==> src/gpqbp_pkg.sv <==
// Shared types and constants for the gray pixel quantizer and bit packer.
`default_nettype none

package gpqbp_pkg;

  localparam int PIX_W   = 8;
  localparam int BYTE_W  = 8;
  localparam int BPP_W   = 3;
  localparam int FILL_W  = 3;
  localparam int TOTAL_W = 4;
  localparam int ACC_W   = 16;
  localparam int SHAMT_W = 5;
  localparam int CNT_W   = 2;

  localparam logic [BPP_W-1:0] BPP_RESET = 3'd4;
  localparam logic [BPP_W-1:0] BPP_ZERO  = 3'd0;
  localparam logic [BPP_W-1:0] BPP_MIN   = 3'd1;

  // One packed output item
  typedef struct packed {
    logic [BYTE_W-1:0] data;
    logic              last;
  } out_item_t;

  // Up to two output items produced by one pixel, in delivery order
  typedef struct packed {
    logic [CNT_W-1:0] cnt;
    out_item_t        item0;
    out_item_t        item1;
  } out_group_t;

  // Full result of packing one pixel
  typedef struct packed {
    out_group_t         grp;
    logic [BYTE_W-1:0]  partial_nxt;
    logic [FILL_W-1:0]  fill_nxt;
  } pack_res_t;

endpackage

`default_nettype wire

==> src/gpqbp_quant_pack.sv <==
// Quantize one pixel and merge its code into the partial byte.
`default_nettype none

module gpqbp_quant_pack
  import gpqbp_pkg::*;
(
  input  logic [PIX_W-1:0]  pixel,
  input  logic              last_pixel,
  input  logic [BPP_W-1:0]  bits_per_pixel,
  input  logic [BYTE_W-1:0] partial,
  input  logic [FILL_W-1:0] fill,
  output pack_res_t         res
);

  logic [BPP_W-1:0]   width;
  logic [TOTAL_W-1:0] code_shift;
  logic [PIX_W-1:0]   code;
  logic [TOTAL_W-1:0] total;
  logic [SHAMT_W-1:0] shamt;
  logic [ACC_W-1:0]   code_aligned;
  logic [ACC_W-1:0]   acc;
  logic               full;
  logic [BYTE_W-1:0]  part_mid;
  logic [FILL_W-1:0]  fill_mid;

  // Saturate a zero width to one bit, keep the top bits of the pixel
  assign width      = (bits_per_pixel == BPP_ZERO) ? BPP_MIN : bits_per_pixel;
  assign code_shift = TOTAL_W'(PIX_W) - {1'b0, width};
  assign code       = pixel >> code_shift;

  // Place the code right after the bits already gathered
  assign total        = {1'b0, fill} + {1'b0, width};
  assign shamt        = SHAMT_W'(ACC_W) - {1'b0, total};
  assign code_aligned = {{(ACC_W-PIX_W){1'b0}}, code} << shamt;
  assign acc          = {partial, {BYTE_W{1'b0}}} | code_aligned;
  assign full         = (total >= TOTAL_W'(BYTE_W));

  always_comb begin
    part_mid = full ? acc[BYTE_W-1:0] : acc[ACC_W-1:BYTE_W];
    fill_mid = full ? FILL_W'(total - TOTAL_W'(BYTE_W)) : FILL_W'(total);

    res             = '0;
    res.partial_nxt = part_mid;
    res.fill_nxt    = fill_mid;

    // Emit a completed byte first
    if (full) begin
      res.grp.cnt        = CNT_W'(1);
      res.grp.item0.data = acc[ACC_W-1:BYTE_W];
      res.grp.item0.last = 1'b0;
    end

    // On the last pixel flush any partial byte, or flag the full one
    if (last_pixel) begin
      if (fill_mid != '0) begin
        if (full) begin
          res.grp.cnt        = CNT_W'(2);
          res.grp.item1.data = part_mid;
          res.grp.item1.last = 1'b1;
        end else begin
          res.grp.cnt        = CNT_W'(1);
          res.grp.item0.data = part_mid;
          res.grp.item0.last = 1'b1;
        end
      end else if (full) begin
        res.grp.item0.last = 1'b1;
      end
      res.partial_nxt = '0;
      res.fill_nxt    = '0;
    end
  end

endmodule

`default_nettype wire

==> src/gpqbp_out_queue.sv <==
// Two-entry output queue that takes up to two items per cycle when they fit and sends one when out_stall is low.
`default_nettype none

module gpqbp_out_queue
  import gpqbp_pkg::*;
(
  input  logic       clk,
  input  logic       rst_n,
  input  logic       push_valid,
  input  out_group_t push_grp,
  output logic       push_ready,
  output logic       out_valid,
  input  logic       out_stall,
  output out_item_t  out_item
);

  out_item_t        q0_r, q0_nxt;
  out_item_t        q1_r, q1_nxt;
  logic [CNT_W-1:0] cnt_r, cnt_nxt;
  logic             pop;
  logic [CNT_W-1:0] rem;
  logic [CNT_W-1:0] push_cnt;
  logic             push;

  assign out_valid = (cnt_r != '0);
  assign out_item  = q0_r;
  assign pop       = out_valid && !out_stall;
  assign rem       = cnt_r - CNT_W'(pop);

  // Accept a group only if it fits after this cycle's pop
  assign push_ready = ({1'b0, rem} + {1'b0, push_grp.cnt}) <= (CNT_W+1)'(2);
  assign push       = push_valid && push_ready;
  assign push_cnt   = push ? push_grp.cnt : '0;

  always_comb begin
    // Advance the head on a pop
    q0_nxt = pop ? q1_r : q0_r;
    q1_nxt = q1_r;
    // Append new items behind what remains
    if (rem == '0) begin
      if (push_cnt != '0) begin
        q0_nxt = push_grp.item0;
      end
      if (push_cnt == CNT_W'(2)) begin
        q1_nxt = push_grp.item1;
      end
    end else begin
      if (push_cnt != '0) begin
        q1_nxt = push_grp.item0;
      end
    end
    cnt_nxt = rem + push_cnt;
  end

  always_ff @(posedge clk) begin
    if (!rst_n) begin
      cnt_r <= '0;
    end else begin
      cnt_r <= cnt_nxt;
    end
  end

  always_ff @(posedge clk) begin
    q0_r <= q0_nxt;
    q1_r <= q1_nxt;
  end

endmodule

`default_nettype wire

==> src/gray_pixel_quantize_bit_packer.sv <==
// Top level: input register, packing state and output queue.
//
// Usage:
//   Input channel (in_valid/in_stall) carries one 8-bit gray pixel per item
//   plus in_last_pixel, which closes the image. Output channel
//   (out_valid/out_stall) carries packed bytes, earliest code in the MSBs;
//   out_last_byte marks the final byte of an image.
//   cfg_wr_en/cfg_wr_data set the code width (1..7, 0 acts as 1); write it
//   only while no items are in flight.
//   Throughput: one pixel per cycle while in_stall is low. A last pixel
//   that completes a byte and leaves a partial one yields two bytes, which
//   the output side drains at one byte per cycle while out_stall is low;
//   the two-entry output queue sets that figure. A completed byte passes
//   through the input register and then the output queue before it can
//   leave the block.
//   Reset empties the pipeline and the queue, clears the partial byte and
//   sets the code width to 4.
//   When the receiver stalls, the queue holds its bytes; once it cannot take
//   the next pixel's bytes, in_stall rises and the input register holds.
`default_nettype none

module gray_pixel_quantize_bit_packer
  import gpqbp_pkg::*;
(
  input  logic              clk,
  input  logic              rst_n,
  input  logic              in_valid,
  output logic              in_stall,
  input  logic [PIX_W-1:0]  in_pixel,
  input  logic              in_last_pixel,
  output logic              out_valid,
  input  logic              out_stall,
  output logic [BYTE_W-1:0] out_packed_byte,
  output logic              out_last_byte,
  input  logic              cfg_wr_en,
  input  logic [BPP_W-1:0]  cfg_wr_data
);

  logic [BPP_W-1:0]  bpp_r;
  logic              valid_r;
  logic [PIX_W-1:0]  pixel_r;
  logic              last_r;
  logic [BYTE_W-1:0] partial_r;
  logic [FILL_W-1:0] fill_r;
  pack_res_t         res;
  logic              push_ready;
  logic              adv;
  out_item_t         out_item;

  // Configuration register
  always_ff @(posedge clk) begin
    if (!rst_n) begin
      bpp_r <= BPP_RESET;
    end else if (cfg_wr_en) begin
      bpp_r <= cfg_wr_data;
    end
  end

  // Hold the input register until its bytes fit in the queue
  assign adv      = valid_r && push_ready;
  assign in_stall = valid_r && !push_ready;

  always_ff @(posedge clk) begin
    if (!rst_n) begin
      valid_r <= 1'b0;
    end else if (!in_stall) begin
      valid_r <= in_valid;
    end
  end

  always_ff @(posedge clk) begin
    if (in_valid && !in_stall) begin
      pixel_r <= in_pixel;
      last_r  <= in_last_pixel;
    end
  end

  gpqbp_quant_pack u_quant_pack (
    .pixel          (pixel_r),
    .last_pixel     (last_r),
    .bits_per_pixel (bpp_r),
    .partial        (partial_r),
    .fill           (fill_r),
    .res            (res)
  );

  // Advance the packing state when the item moves on
  always_ff @(posedge clk) begin
    if (!rst_n) begin
      partial_r <= '0;
      fill_r    <= '0;
    end else if (adv) begin
      partial_r <= res.partial_nxt;
      fill_r    <= res.fill_nxt;
    end
  end

  gpqbp_out_queue u_out_queue (
    .clk        (clk),
    .rst_n      (rst_n),
    .push_valid (valid_r),
    .push_grp   (res.grp),
    .push_ready (push_ready),
    .out_valid  (out_valid),
    .out_stall  (out_stall),
    .out_item   (out_item)
  );

  assign out_packed_byte = out_item.data;
  assign out_last_byte   = out_item.last;

endmodule

`default_nettype wire

==> config.mk <==
export PLATFORM = sky130hd
export DESIGN_NAME = gray_pixel_quantize_bit_packer
export DESIGN_NICKNAME = d
export VERILOG_FILES = /design/src/gpqbp_pkg.sv /design/src/gpqbp_quant_pack.sv /design/src/gpqbp_out_queue.sv /design/src/gray_pixel_quantize_bit_packer.sv
export SDC_FILE = /design/constraint.sdc
export NUM_CORES = 1
export LEC_CHECK = 0
export ABC_AREA = 1
export BUFFER_PORTS_ARGS = -buffer_cell sky130_fd_sc_hd__buf_2
export CORE_ASPECT_RATIO = 2
export CORE_UTILIZATION = 49
export DETAILED_ROUTE_END_ITERATION = 8
export GPL_TIMING_DRIVEN = 0
export MAX_ROUTING_LAYER = met4
export PLACE_DENSITY = 0.67
export SLEW_MARGIN = 10
export SYNTH_ARGS = -nofsm -noshare
export SYNTH_HDL_FRONTEND = slang
export SYNTH_HIERARCHICAL = 1
export SYNTH_SLANG_ARGS = --single-unit
export TNS_END_PERCENT = 100
==> constraint.sdc <==
create_clock -name clk -period 4.46 [get_ports clk]
set_input_delay 0.892 -clock clk [delete_from_list [all_inputs] [get_ports clk]]
set_output_delay 0.892 -clock clk [all_outputs]
set_load 0.1 [all_outputs]
* Word-level counts from Yosys, hierarchy flattened
Index checks and enable logic that the tools add are counted.
Storage, ports and cells: bits in registers 44, input bits 17, output and inout bits 11, word-level logic and storage cells 58
Cells by class: add/sub/neg operators 7, magnitude comparators 2, eq/ne operators 2, shift-type cells 2, muxes and demuxes 19, bitwise logic cells 1, reductions and logical operators 14
Operators by type and width (count):
- 2-to-1 mux 9 bit | 9
- 2-to-1 mux 31 bit | 1
- 2-to-1 mux 10 bit | 2
- bitwise OR 16 bit | 1
- << shifter 8 x 5 -> 16 bit | 1
- 2-to-1 mux 8 bit | 1
- >> shifter 8 x 4 -> 8 bit | 1
- 2-to-1 mux 3 bit | 2
- nonzero test 2 bit | 3
- subtractor 5 x 4 -> 5 bit (first input constant) | 1
- adder 3 x 3 -> 4 bit | 1
- greater-or-equal comparator 4 bit (second input constant) | 1
- logical AND 1 bit | 4
- 2-to-1 mux 2 bit | 2
- subtractor 4 x 3 -> 4 bit (first input constant) | 1
- adder 2 x 2 -> 3 bit | 1
- <= comparator 3 x 2 -> 1 bit (second input constant) | 1
- zero test 1 bit | 3
- zero test 3 bit | 1
- nonzero test 3 bit | 1
- subtractor 3 x 1 -> 3 bit (second input constant) | 1
- adder 2 bit | 1
- equality test 2 bit (second input constant) | 1
- zero test 2 bit | 1
- 4 further kinds | 5

* Depth between registers and ports, before layout
Gate-level depths: netlist of the first run.
depth in word-level cells 17, mapped depth 25, depth with buffers taken out 24

* Modules after synthesis
Netlist of the first run, hierarchy kept.
By module, submodules not included:
- gpqbp_quant_pack | instances 1, cells each 261, area an instance 1285.0 um^2, seq. area each 0.0 um^2
- gpqbp_out_queue | instances 1, cells each 142, area an instance 1083.5 um^2, seq. area each 490.5 um^2
- gray_pixel_quantize_bit_packer | instances 1, cells each 99, area an instance 877.1 um^2, seq. area each 570.5 um^2

* Worst setup path before layout of the first run
OpenSTA, ideal clock, no wires.
kind reg-to-output, start point register bpp_r[2], end point output in_stall, data arrival time 3.672 ns, data required time 3.568 ns, setup slack -0.104 ns, cell stages (with the launch flop) 19, path buffers 0, cells stage by stage dfxtp_1 -> o21ai_4 -> ha_1 -> fa_1 -> inv_1 -> ha_1 -> ha_1 -> inv_1 -> ha_1 -> nand2_1 -> nand2_1 -> ha_1 -> inv_1 -> fa_1 -> inv_1 -> a21boi_0 -> inv_1 -> nand2_1 -> inv_1
RTL lines:
- from (decl) | RTL line gray_pixel_quantize_bit_packer.sv:39 | logic [BPP_W-1:0] bpp_r;
- from (signal assigned) | RTL line gray_pixel_quantize_bit_packer.sv:55 | bpp_r <= cfg_wr_data;
- to (decl) | RTL line gray_pixel_quantize_bit_packer.sv:28 | output logic in_stall,

==> results of run 1 <==
registers in the layout, indices dropped and copies added (netlist names):
name,count
pixel_r,8
u_out_queue/out_item,9
last_r,1
bpp_r,3
valid_r,1
fill_r,3
u_out_queue/q1_r,9
u_out_queue/cnt_r,2
partial_r,8
cell usage in the layout, fill, tap and decap left out, drive strengths merged:
cell	Yosys	layout
inv	62	61
nand2	198	198
clkinv	1	2
nand4	13	13
dfxtp	26	26
edfxtp	18	18
fa	2	2
ha	10	10
nor3	3	3
nand3	79	79
buf	15	60
clkbuf	2	7
bufinv	0	1
xnor2	2	2
xor2	1	1
a21oi	10	10
a31oi	1	1
or2	2	2
o21a	1	1
nor2	48	48
a21boi	2	2
nand3b	1	1
o21ai	5	5
clkinvlp	0	1
kinds of logic (layout without fill, tap and decap cells):
family / after synthesis / after routing / share of synthesized area (%)
and+or+nand+nor: 344 / 344 / 45.87
buffers and inverters: 80 / 132 / 11.76
DFF: 44 / 44 / 32.69
AOI/OAI and AO/OA: 19 / 19 / 3.547
adders and majority gates: 12 / 12 / 5.089
xor gates and xnor gates: 3 / 3 / 1.041
repair_timing:
action,in CTS,in global routing
endpoints found under the setup margin,19,1
pin swaps,5,9
gates resized for setup,22,13
buffers inserted,13,6
hold buffers,0,0
routing by layer:
metal	vias to the layer above	global-route usage, %	part of all wire, %
met5	-	-	0
met4	0	16.12	5.5
met3	31	3.626	2.5
met2	69	51.09	58
met1	1405	19.77	34
li1	1696	-	-
stage by stage:
step           std cells  setup WS (ns)  utilization, %
2_1_floorplan        502       -0.05952               -
3_3_place_gp         615        -0.3987           54.94
3_5_place_dp         615        -0.4348           54.94
4_1_cts              635       0.003140           60.11
5_1_grt              640        -0.1237           61.68
6_report             640        0.01433           61.68
layout make-up:
cell class	count	area, um^2	area share [%]
Multi-Input combinational cell	378	1906	48.57
Sequential cell	44	1069	27.23
Timing Repair Buffer	46	292.8	7.462
Inverter	63	247.7	6.314
Buffer	15	137.6	3.508
Clock buffer	6	128.9	3.284
Tap cell	86	107.6	2.742
Clock inverter	2	35.03	0.8929
worst reg2reg max path: cells and delay by family (launching register included):
kind            cells  cell delay [ns]
simple gates        4             0.61
buf+inv             8             0.65
fa+ha+maj           7             1.78
compound gates      2             0.33
flops               1             0.36
path summary, 6_finish.rpt:
kind,depth (start not counted),slack [ns],start,endpoint
max,19,0.01,bpp_r[2]$_SDFFE_PN1P_,in_stall
min,4,0.52,partial_r[3]$_SDFFE_PN0P_,partial_r[3]$_SDFFE_PN0P_
max reg2reg,21,0.37,bpp_r[2]$_SDFFE_PN1P_,pixel_r[0]$_DFFE_PP_
min reg2reg,4,0.52,partial_r[3]$_SDFFE_PN0P_,partial_r[3]$_SDFFE_PN0P_
==> reports/metrics.yaml, run 1 <==
status:
  status: "completed"
floorplanning:
  core_um2: 6361
  ios: 28
  num_rows: 41
  start_util_pct: 51.02
  die_x_um: 59.55
  dieArea_um2: 6973
  die_h_um: 117.1
logic_synthesis:
  synthCells: 502
  synth_cell_type_count: 37
  synth_area_um2: 3246
  yosysWarnings: 6
  synth_edf_count: 18
  synthTopCellsByCount: "190 x nand2_1, 78 x nand3_1, 53 x inv_1"
  synth_area_leaders: "nand2_1 22%, edfxtp_1 17%, dfxtp_1 16%"
  synthFlopType: "dfxtp_1"
  synth_seq_area_share_pct: 32.69
  syn-num-nets: 531
  synth_top_area_cell: "nand2_1"
  syn-mean-instance-area_um2: 6.465
  synth.most_common_cell: "nand2_1"
  synth_top_area_share_pct: 21.97
  yosys_register_bits: 44
  async_flop_share_pct: 0
run:
  drv_cap: 0
critical_path:
  crit_path_max_fanout: 3
  crit_type: "reg2out"
  worst_ep_required_time_ns: 3.57
  cpMostUsedCell: "ha_4"
  critPathBufInv: 7
  endpoint_kind: "output port"
  crit_path_max_incr_delay_ns: 0.51
  crit_path_cell_trace: "o21ai_4 > ha_4 > fa_2 > inv_2 > ha_4 > ha_4 > inv_4 > ha_4 > nand2_4 > nand2_4 > ha_4 > inv_2 > fa_1 > inv_2 > a21boi_2 > inv_1 > nand2_2 > clkinvlp_4 > buf_12"
  start_kind: "flip-flop"
  arrival_ns: 3.55
  path_delay_family: "adder cells"
  cp_slowest_cell: "fa_1"
global_routing:
  grt_start_max_net_pins: 14
  grt_pass1_vias: 3114
  gr-total-overflow: 0
  grt_usage_pct: 25.47
  grt_pass1_wl_um: 13050
  antenna_found_initial: 0
clocking:
  cts_tree: "built"
  clkLatencyLatePin_ns: 0.29
  cts_max_level: 2
  cts-root-buf: "clkbuf_16"
  clockBufferDepth: 2
  clk_pin_slew_ns: 0.06
  cts_buffers: 5
  clock-sinks: 44
detailed_routing:
  wirelength_um: 7917
  drt_iter0_drc: 78
  route.detailed.drc: 0
  dr.pass1.iters: 4
  vias: 3201
  ant_nets: 0
  routedWlPerCell_um: 12.37
  vias_per_cell: 5.002
timing:
  finalHoldViolations: 0
  worstMarginPinSlew_ns: 0.7246
  max_slew_margin_pct: 51.69
  rsz0062_at_grt: "true"
  final_max_slew_viol_count: 0
  tns_ns: 0
  timing.hold.ws_ns: 0.5151
  setup_viol: 0
  post-route-min-period_ns: 4.446
  period_share_pct: 99.68
  skew_ns: 0.004451
  timing.fmax_ghz: 0.2249
placement:
  hpwl_um: 6341
  io_buffers: 27
  placed_area_um2: 3495
  routabilityCongestion: 0.9495
layout:
  drive_gt1_share_pct: 20.22
  nFillCells: 626
  fin_area_um2: 3924
  syn_to_final_growth_pct: 20.89
  nNetsFinal: 582
  diodes: 0
min_path:
  hp-class: "reg2reg"
Power of run 1 is left out: the tool's default activity adds up to more than one toggle a clock period on the data nets, which glitch-free logic cannot reach.
==> run 2, diff against run 1 <==
--- a/config.mk
+++ b/config.mk
@@ -9,6 +9,7 @@
 export BUFFER_PORTS_ARGS = -buffer_cell sky130_fd_sc_hd__buf_2
 export CORE_ASPECT_RATIO = 2
 export CORE_UTILIZATION = 49
+export CTS_BUF_LIST = sky130_fd_sc_hd__clkbuf_4 sky130_fd_sc_hd__clkbuf_8 sky130_fd_sc_hd__clkbuf_16
 export DETAILED_ROUTE_END_ITERATION = 8
 export GPL_TIMING_DRIVEN = 0
 export MAX_ROUTING_LAYER = met4
==> run 2 against run 1 <==
  * Maximum frequency is essentially flat
  * Core utilization up 0.18 points
  * Non-clock buffer count up 1
  * Wire length increased by 0.14%
  * Design area up 0.29%
  * Global-route usage up 0.052 points
  * Clock skew about the same
  * Sequential share of layout area is 0.078 points lower
  * Worst setup slack improved by 0.0023 ns
  * Sequential cell count unchanged
  * Via count up 0.16%
  * Register-to-register slack about the same
  * Critical path type unchanged
==> reports/metrics.yaml, run 2 (synthesis results as in run 1) <==
floorplanning:
  die_h_um: 117.1  # unchanged
  die_x_um: 59.55  # unchanged
  dieArea_um2: 6973  # unchanged
  core_um2: 6361  # unchanged
  num_rows: 41  # unchanged
  ios: 28  # unchanged
  start_util_pct: 51.02  # unchanged
global_routing:
  grt_pass1_wl_um: 13080  # was 13050 um
  grt_pass1_vias: 3124  # was 3114
  grt_start_max_net_pins: 14  # unchanged
  grt_usage_pct: 25.52  # was 25.47%
  antenna_found_initial: 0  # unchanged
  gr-total-overflow: 0  # unchanged
placement:
  hpwl_um: 6341  # unchanged
  io_buffers: 27  # unchanged
  routabilityCongestion: 0.9495  # unchanged
layout:
  syn_to_final_growth_pct: 21.24  # was 20.89%
  nNetsFinal: 583  # was 582
  layout_commonest_cell: "nand2_1"  # unchanged
  mostFrequentLayoutCells: "187 x nand2_1, 78 x nand3_1, 47 x inv_1, 45 x nor2_1, 30 x buf_2"  # unchanged
  nFillCells: 628  # was 626
  diodes: 0  # unchanged
  drive_gt1_share_pct: 20.54  # was 20.22%
critical_path:
  arrival_ns: 3.55  # about the same
  cp_slowest_cell: "fa_1"  # unchanged
  cpMostUsedCell: "ha_4"  # unchanged
  endpoint_kind: "output port"  # unchanged
  crit_path_max_fanout: 3  # unchanged
  crit_path_max_incr_delay_ns: 0.51  # about the same
  worstSetupStartpoint: "bpp_r[2]$_SDFFE_PN1P_"  # unchanged
  reg2reg_from: "bpp_r[2]$_SDFFE_PN1P_"  # unchanged
  start_kind: "flip-flop"  # unchanged
  crit_type: "reg2out"  # unchanged
  crit_path_cell_trace: "o21ai_4 > ha_4 > fa_2 > inv_2 > ha_4 > ha_4 > inv_4 > ha_4 > nand2_4 > nand2_4 > ha_4 > inv_2 > fa_1 > inv_2 > a21boi_2 > inv_1 > nand2_2 > clkinvlp_4 > buf_12"  # unchanged
  worst_ep_required_time_ns: 3.57  # about the same
timing:
  post-route-min-period_ns: 4.443  # was 4.446 ns
  setup_viol: 0  # unchanged
  final_max_slew_viol_count: 0  # unchanged
  skew_ns: 0.004413  # was 0.004451 ns
  timing.hold.ws_ns: 0.5151  # unchanged
  timing.fmax_ghz: 0.2251  # was 0.2249 GHz
  finalHoldViolations: 0  # unchanged
  max_slew_margin_pct: 51.76  # was 51.69%
  worstMarginPinSlew_ns: 0.7237  # was 0.7246 ns
  period_share_pct: 99.63  # was 99.68%
  rsz0062_at_grt: "true"  # unchanged
clocking:
  clock-sinks: 44  # unchanged
  cts_buffers: 5  # unchanged
  holdBufCountCts: 0  # unchanged
  cts-root-buf: "clkbuf_16"  # unchanged
  clk_pin_slew_ns: 0.06  # about the same
  clockBufferDepth: 2  # unchanged
  clkLatencyLatePin_ns: 0.29  # about the same
  cts_tree: "built"  # unchanged
  cts_max_level: 2  # unchanged
run:
  drv_cap: 0  # unchanged
detailed_routing:
  wl_met1_um: 2680  # was 2683 um
  wl_met2_um: 4643  # was 4600 um
  vias_per_cell: 5.002  # about the same
  vias: 3206  # was 3201
  drt_iter0_drc: 83  # was 78
  route.detailed.drc: 0  # unchanged
  ant_nets: 0  # unchanged
  wirelength_um: 7928  # was 7917 um
  routedWlPerCell_um: 12.37  # about the same
  dr.pass1.iters: 4  # unchanged
  dr.max_layer_used: "met4"  # unchanged
  wl_met3_um: 204  # was 200 um
status:
  status: "completed"  # unchanged
min_path:
  hp-class: "reg2reg"  # unchanged
  hp-start: "partial_r[3]$_SDFFE_PN0P_"  # unchanged
==> run 2: cell count changes in the layout (fill, tap and decap cells not counted) <==
| cell | before | now |
|---|---|---|
| clkbuf_4 | 0 | 1 |
| clkbuf_1 | 2 | 1 |
| buf_4 | 22 | 23 |
==> run 2: path summary, 6_finish.rpt <==
check             slack, ns                   endpoint  cells past startpoint
hold / removal         0.52  partial_r[3]$_SDFFE_PN0P_                      4
hold reg to reg        0.52  partial_r[3]$_SDFFE_PN0P_                      4
setup / recovery       0.02                   in_stall                     19
setup reg to reg       0.37       pixel_r[0]$_DFFE_PP_                     21
==> run 2: timing repair <==
action | 4_1_cts | 5_1_grt
setup buffers | 13 | 7
gates resized for setup | 22 | 13
pin swaps | 5 | 9
endpoints found under the hold margin | 0 | 0
setup endpoints to repair | 19 | 1
==> run 2: area by class of cell <==
| type | instances | area [um^2] | share of cell area (%) |
|---|---|---|---|
| well taps | 86 | 107.6 | 2.734 |
| repair buffers | 47 | 300.3 | 7.631 |
| plain buffers | 15 | 137.6 | 3.498 |
| clock inverters | 2 | 35.03 | 0.8903 |
| inverters | 63 | 247.7 | 6.296 |
| flip-flops and latches | 44 | 1069 | 27.15 |
| multi-input cells | 378 | 1906 | 48.43 |
| clock buffers | 6 | 132.6 | 3.370 |
==> run 2: critical path, delay by kind of cell (launching register included) <==
family          cells  cell delay [ns]
simple gates        3             0.23
flops               1             0.36
buf+inv             7             0.56
compound gates      2             0.33
fa+ha+maj           7             1.78
==> run 2: layer usage <==
metal / GRT usage, % / vias up
met3: 3.626 / 27
met5: - / -
met4: 16.12 / 0
met1: 19.78 / 1410
met2: 51.24 / 71
li1: - / 1698
==> run 2: metrics by stage <==
stage | util (%) | setup slack (ns) | setup TNS, ns | cells | instance area, um^2
after global routing | 61.86 | -0.1219 | -0.1219 | 641 | 3935
final | 61.86 | 0.01663 | 0 | 641 | 3935
after floorplan | - | -0.05952 | -0.05952 | 502 | 3252
after global placement | 54.94 | -0.3987 | -0.4978 | 615 | 3495
after CTS | 60.17 | 0.003098 | 0 | 635 | 3827
after detailed placement | 54.94 | -0.4348 | -0.9314 | 615 | 3495
Power of run 2 is left out for the same reason.
==> run 3, diff against run 2 <==
--- a/config.mk
+++ b/config.mk
@@ -6,7 +6,7 @@
 export NUM_CORES = 1
 export LEC_CHECK = 0
 export ABC_AREA = 1
-export BUFFER_PORTS_ARGS = -buffer_cell sky130_fd_sc_hd__buf_2
+export BUFFER_PORTS_ARGS = -buffer_cell sky130_fd_sc_hd__buf_4
 export CORE_ASPECT_RATIO = 2
 export CORE_UTILIZATION = 49
 export CTS_BUF_LIST = sky130_fd_sc_hd__clkbuf_4 sky130_fd_sc_hd__clkbuf_8 sky130_fd_sc_hd__clkbuf_16
==> constraint.sdc (replaced) <==
create_clock -name clk -period 4.6 [get_ports clk]
set_input_delay 0.92 -clock clk [delete_from_list [all_inputs] [get_ports clk]]
set_output_delay 0.92 -clock clk [all_outputs]
set_load 0.1 [all_outputs]
==> run 3 against run 2 <==
  * Wire length increased by 1.8%
  * Critical path depth unchanged
  * Sequential share of layout area increased by 0.63 points
  * Via count decreased by 1.2%
  * Largest cell class unchanged
==> reports/metrics.yaml, run 3 (synthesis results as in run 1) <==
status:
  status: "completed"  # unchanged
floorplanning:
  start_util_pct: 51.02  # unchanged
  num_rows: 41  # unchanged
  dieArea_um2: 6973  # unchanged
  die_x_um: 59.55  # unchanged
  ios: 28  # unchanged
  core_um2: 6361  # unchanged
  die_h_um: 117.1  # unchanged
placement:
  placed_area_um2: 3556  # was 3495 um^2
  routabilityCongestion: 0.9420  # was 0.9495
  io_buffers: 27  # unchanged
  hpwl_um: 6538  # was 6341 um
  dp_slack_ns: -0.1722  # was -0.4348 ns
layout:
  multi_input_area_um2: 1847  # was 1906 um^2
  diodes: 0  # unchanged
  nFillCells: 675  # was 628
  layout_commonest_cell: "nand2_1"  # unchanged
  regArea_um2: 1066  # was 1069 um^2
  nNetsFinal: 571  # was 583
  fin_area_um2: 3836  # was 3935 um^2
  syn_to_final_growth_pct: 18.20  # was 21.24%
  mostFrequentLayoutCells: "188 x nand2_1, 78 x nand3_1, 50 x inv_1, 46 x nor2_1, 36 x buf_4"  # was 187 x nand2_1, 78 x nand3_1, 47 x inv_1, 45 x nor2_1, 30 x buf_2
  drive_gt1_share_pct: 16.94  # was 20.54%
min_path:
  hp-start: "partial_r[6]$_SDFFE_PN0P_"  # was partial_r[3]$_SDFFE_PN0P_
  hp-class: "reg2reg"  # unchanged
  holdPathStages: 4  # unchanged
  min_to: "partial_r[6]$_SDFFE_PN0P_"  # was partial_r[3]$_SDFFE_PN0P_
global_routing:
  grt_usage_pct: 26.35  # was 25.52%
  antenna_found_initial: 0  # unchanged
  grt_pass1_wl_um: 13370  # was 13080 um
  grt_start_max_net_pins: 14  # unchanged
  grt_pass1_vias: 3058  # was 3124
  gr-total-overflow: 0  # unchanged
critical_path:
  critPathBufInv: 7  # unchanged
  cp_slowest_cell: "fa_1"  # unchanged
  cpMostUsedCell: "inv_1"  # was ha_4
  arrival_ns: 3.51  # was 3.55 ns
  endpoint_kind: "output port"  # unchanged
  r2r-end: "pixel_r[0]$_DFFE_PP_"  # unchanged
  crit_path_max_incr_delay_ns: 0.48  # was 0.51 ns
  path_delay_family: "adder cells"  # unchanged
  worst_ep_required_time_ns: 3.68  # was 3.57 ns
  crit_path_cell_trace: "o21ai_4 > ha_4 > fa_1 > inv_2 > ha_4 > ha_2 > inv_1 > ha_1 > nand2_1 > nand2_2 > ha_1 > inv_1 > fa_1 > inv_1 > a21boi_2 > inv_1 > nand2_2 > inv_2 > buf_12"  # was o21ai_4 > ha_4 > fa_2 > inv_2 > ha_4 > ha_4 > inv_4 > ha_4 > nand2_4 > nand2_4 > ha_4 > inv_2 > fa_1 > inv_2 > a21boi_2 > inv_1 > nand2_2 > clkinvlp_4 > buf_12
  r2r_cells: 19  # was 21
  start_kind: "flip-flop"  # unchanged
  crit_path_max_fanout: 4  # was 3
  crit_type: "reg2out"  # unchanged
  r2r_slack_ns: 0.55  # was 0.37 ns
  reg2reg_from: "bpp_r[2]$_SDFFE_PN1P_"  # unchanged
detailed_routing:
  vias_per_cell: 5.037  # was 5.002
  route.detailed.drc: 0  # unchanged
  ant_nets: 0  # unchanged
  routedWlPerCell_um: 12.83  # was 12.37 um
  drt_iter0_drc: 95  # was 83
  dr.pass1.iters: 4  # unchanged
  wirelength_um: 8071  # was 7928 um
  vias: 3168  # was 3206
timing:
  final_max_slew_viol_count: 0  # unchanged
  timing.hold.ws_ns: 0.5128  # was 0.5151 ns
  final.setup.worst_slack_ns: 0.1666  # was 0.01663 ns
  timing.fmax_ghz: 0.2256
  skew_ns: 0.007272  # was 0.004413 ns
  period_share_pct: 96.38
  max_slew_margin_pct: 45.72  # was 51.76%
  finalHoldViolations: 0  # unchanged
  setup_viol: 0  # unchanged
  worstMarginPinSlew_ns: 0.8112  # was 0.7237 ns
  post-route-min-period_ns: 4.433
run:
  drv_cap: 0  # unchanged
clocking:
  cts_tree: "built"  # unchanged
  cts-root-buf: "clkbuf_16"  # unchanged
  clkLatencyLatePin_ns: 0.30  # was 0.29 ns
  clk_pin_slew_ns: 0.06  # about the same
  clock-sinks: 44  # unchanged
  clockBufferDepth: 2  # unchanged
  cts_buffers: 5  # unchanged
  cts_max_level: 2  # unchanged
==> run 3: cell count changes in the layout (fill, tap and decap cells not counted), moves of 2 or more <==
cell	before	now
ha_4	5	2
ha_1	5	7
inv_1	47	50
nand2_4	3	1
buf_2	30	4
inv_2	11	9
buf_4	23	36
==> run 3: worst max-delay path by stage <==
stage | startpoint | to | slack (ns) | cells past startpoint
2_1_floorplan | bpp_r[2]$_SDFFE_PN1P_ | in_stall | 0.008 | 18
5_1_grt | bpp_r[2]$_SDFFE_PN1P_ | in_stall | -0.02 | 19
4_1_cts | bpp_r[0]$_SDFFE_PN0P_ | in_stall | 0.002 | 21
6_report | bpp_r[2]$_SDFFE_PN1P_ | in_stall | 0.17 | 19
3_5_place_dp | bpp_r[2]$_SDFFE_PN1P_ | in_stall | -0.17 | 20
3_3_place_gp | bpp_r[2]$_SDFFE_PN1P_ | in_stall | -0.11 | 20
==> run 3: area by class of cell <==
class / count / share of cell area, %
inverter: 63 / 6.360
tap: 86 / 2.805
sequential: 44 / 27.79
timing repair buffer: 33 / 6.784
clock buffer: 7 / 4.110
multi-input combinational: 378 / 48.14
clock inverter: 1 / 0.1305
buffer: 17 / 3.881
==> run 3: timing repair <==
| item | 4_1_cts | 5_1_grt |
|---|---|---|
| hold buffers | 0 | 0 |
| setup endpoints to repair | 10 | 1 |
| pin swaps | 1 | 4 |
| cloned | 0 | 0 |
| resized for setup | 10 | 14 |
| buffers inserted | 1 | 5 |
==> run 3: worst min-delay path: cells and delay by family (launching register included) <==
| kind | cells | cell delay (ns) |
|---|---|---|
| DFF | 1 | 0.31 |
| and+or+nand+nor | 3 | 0.12 |
| buffers and inverters | 1 | 0.05 |
==> run 3: routing by layer <==
metal  vias to the layer above  routed length [um]  global-route usage [%]
li1                       1677                   -                       -
met5                         -                   0                       -
met4                         0                 310                   13.80
met3                        22                 194                   3.846
met2                        65                4756                   52.81
met1                      1404                2809                   21.70
==> run 3: metrics by stage <==
stage               setup TNS (ns)  utilization [%]  instances
floorplan                        0                -        502
global placement           -0.2630            55.90        615
detailed placement         -0.9698            55.90        615
CTS                              0            59.03        624
global route              -0.01629            60.31        629
finish                           0            60.31        629
Power of run 3 is left out for the same reason.
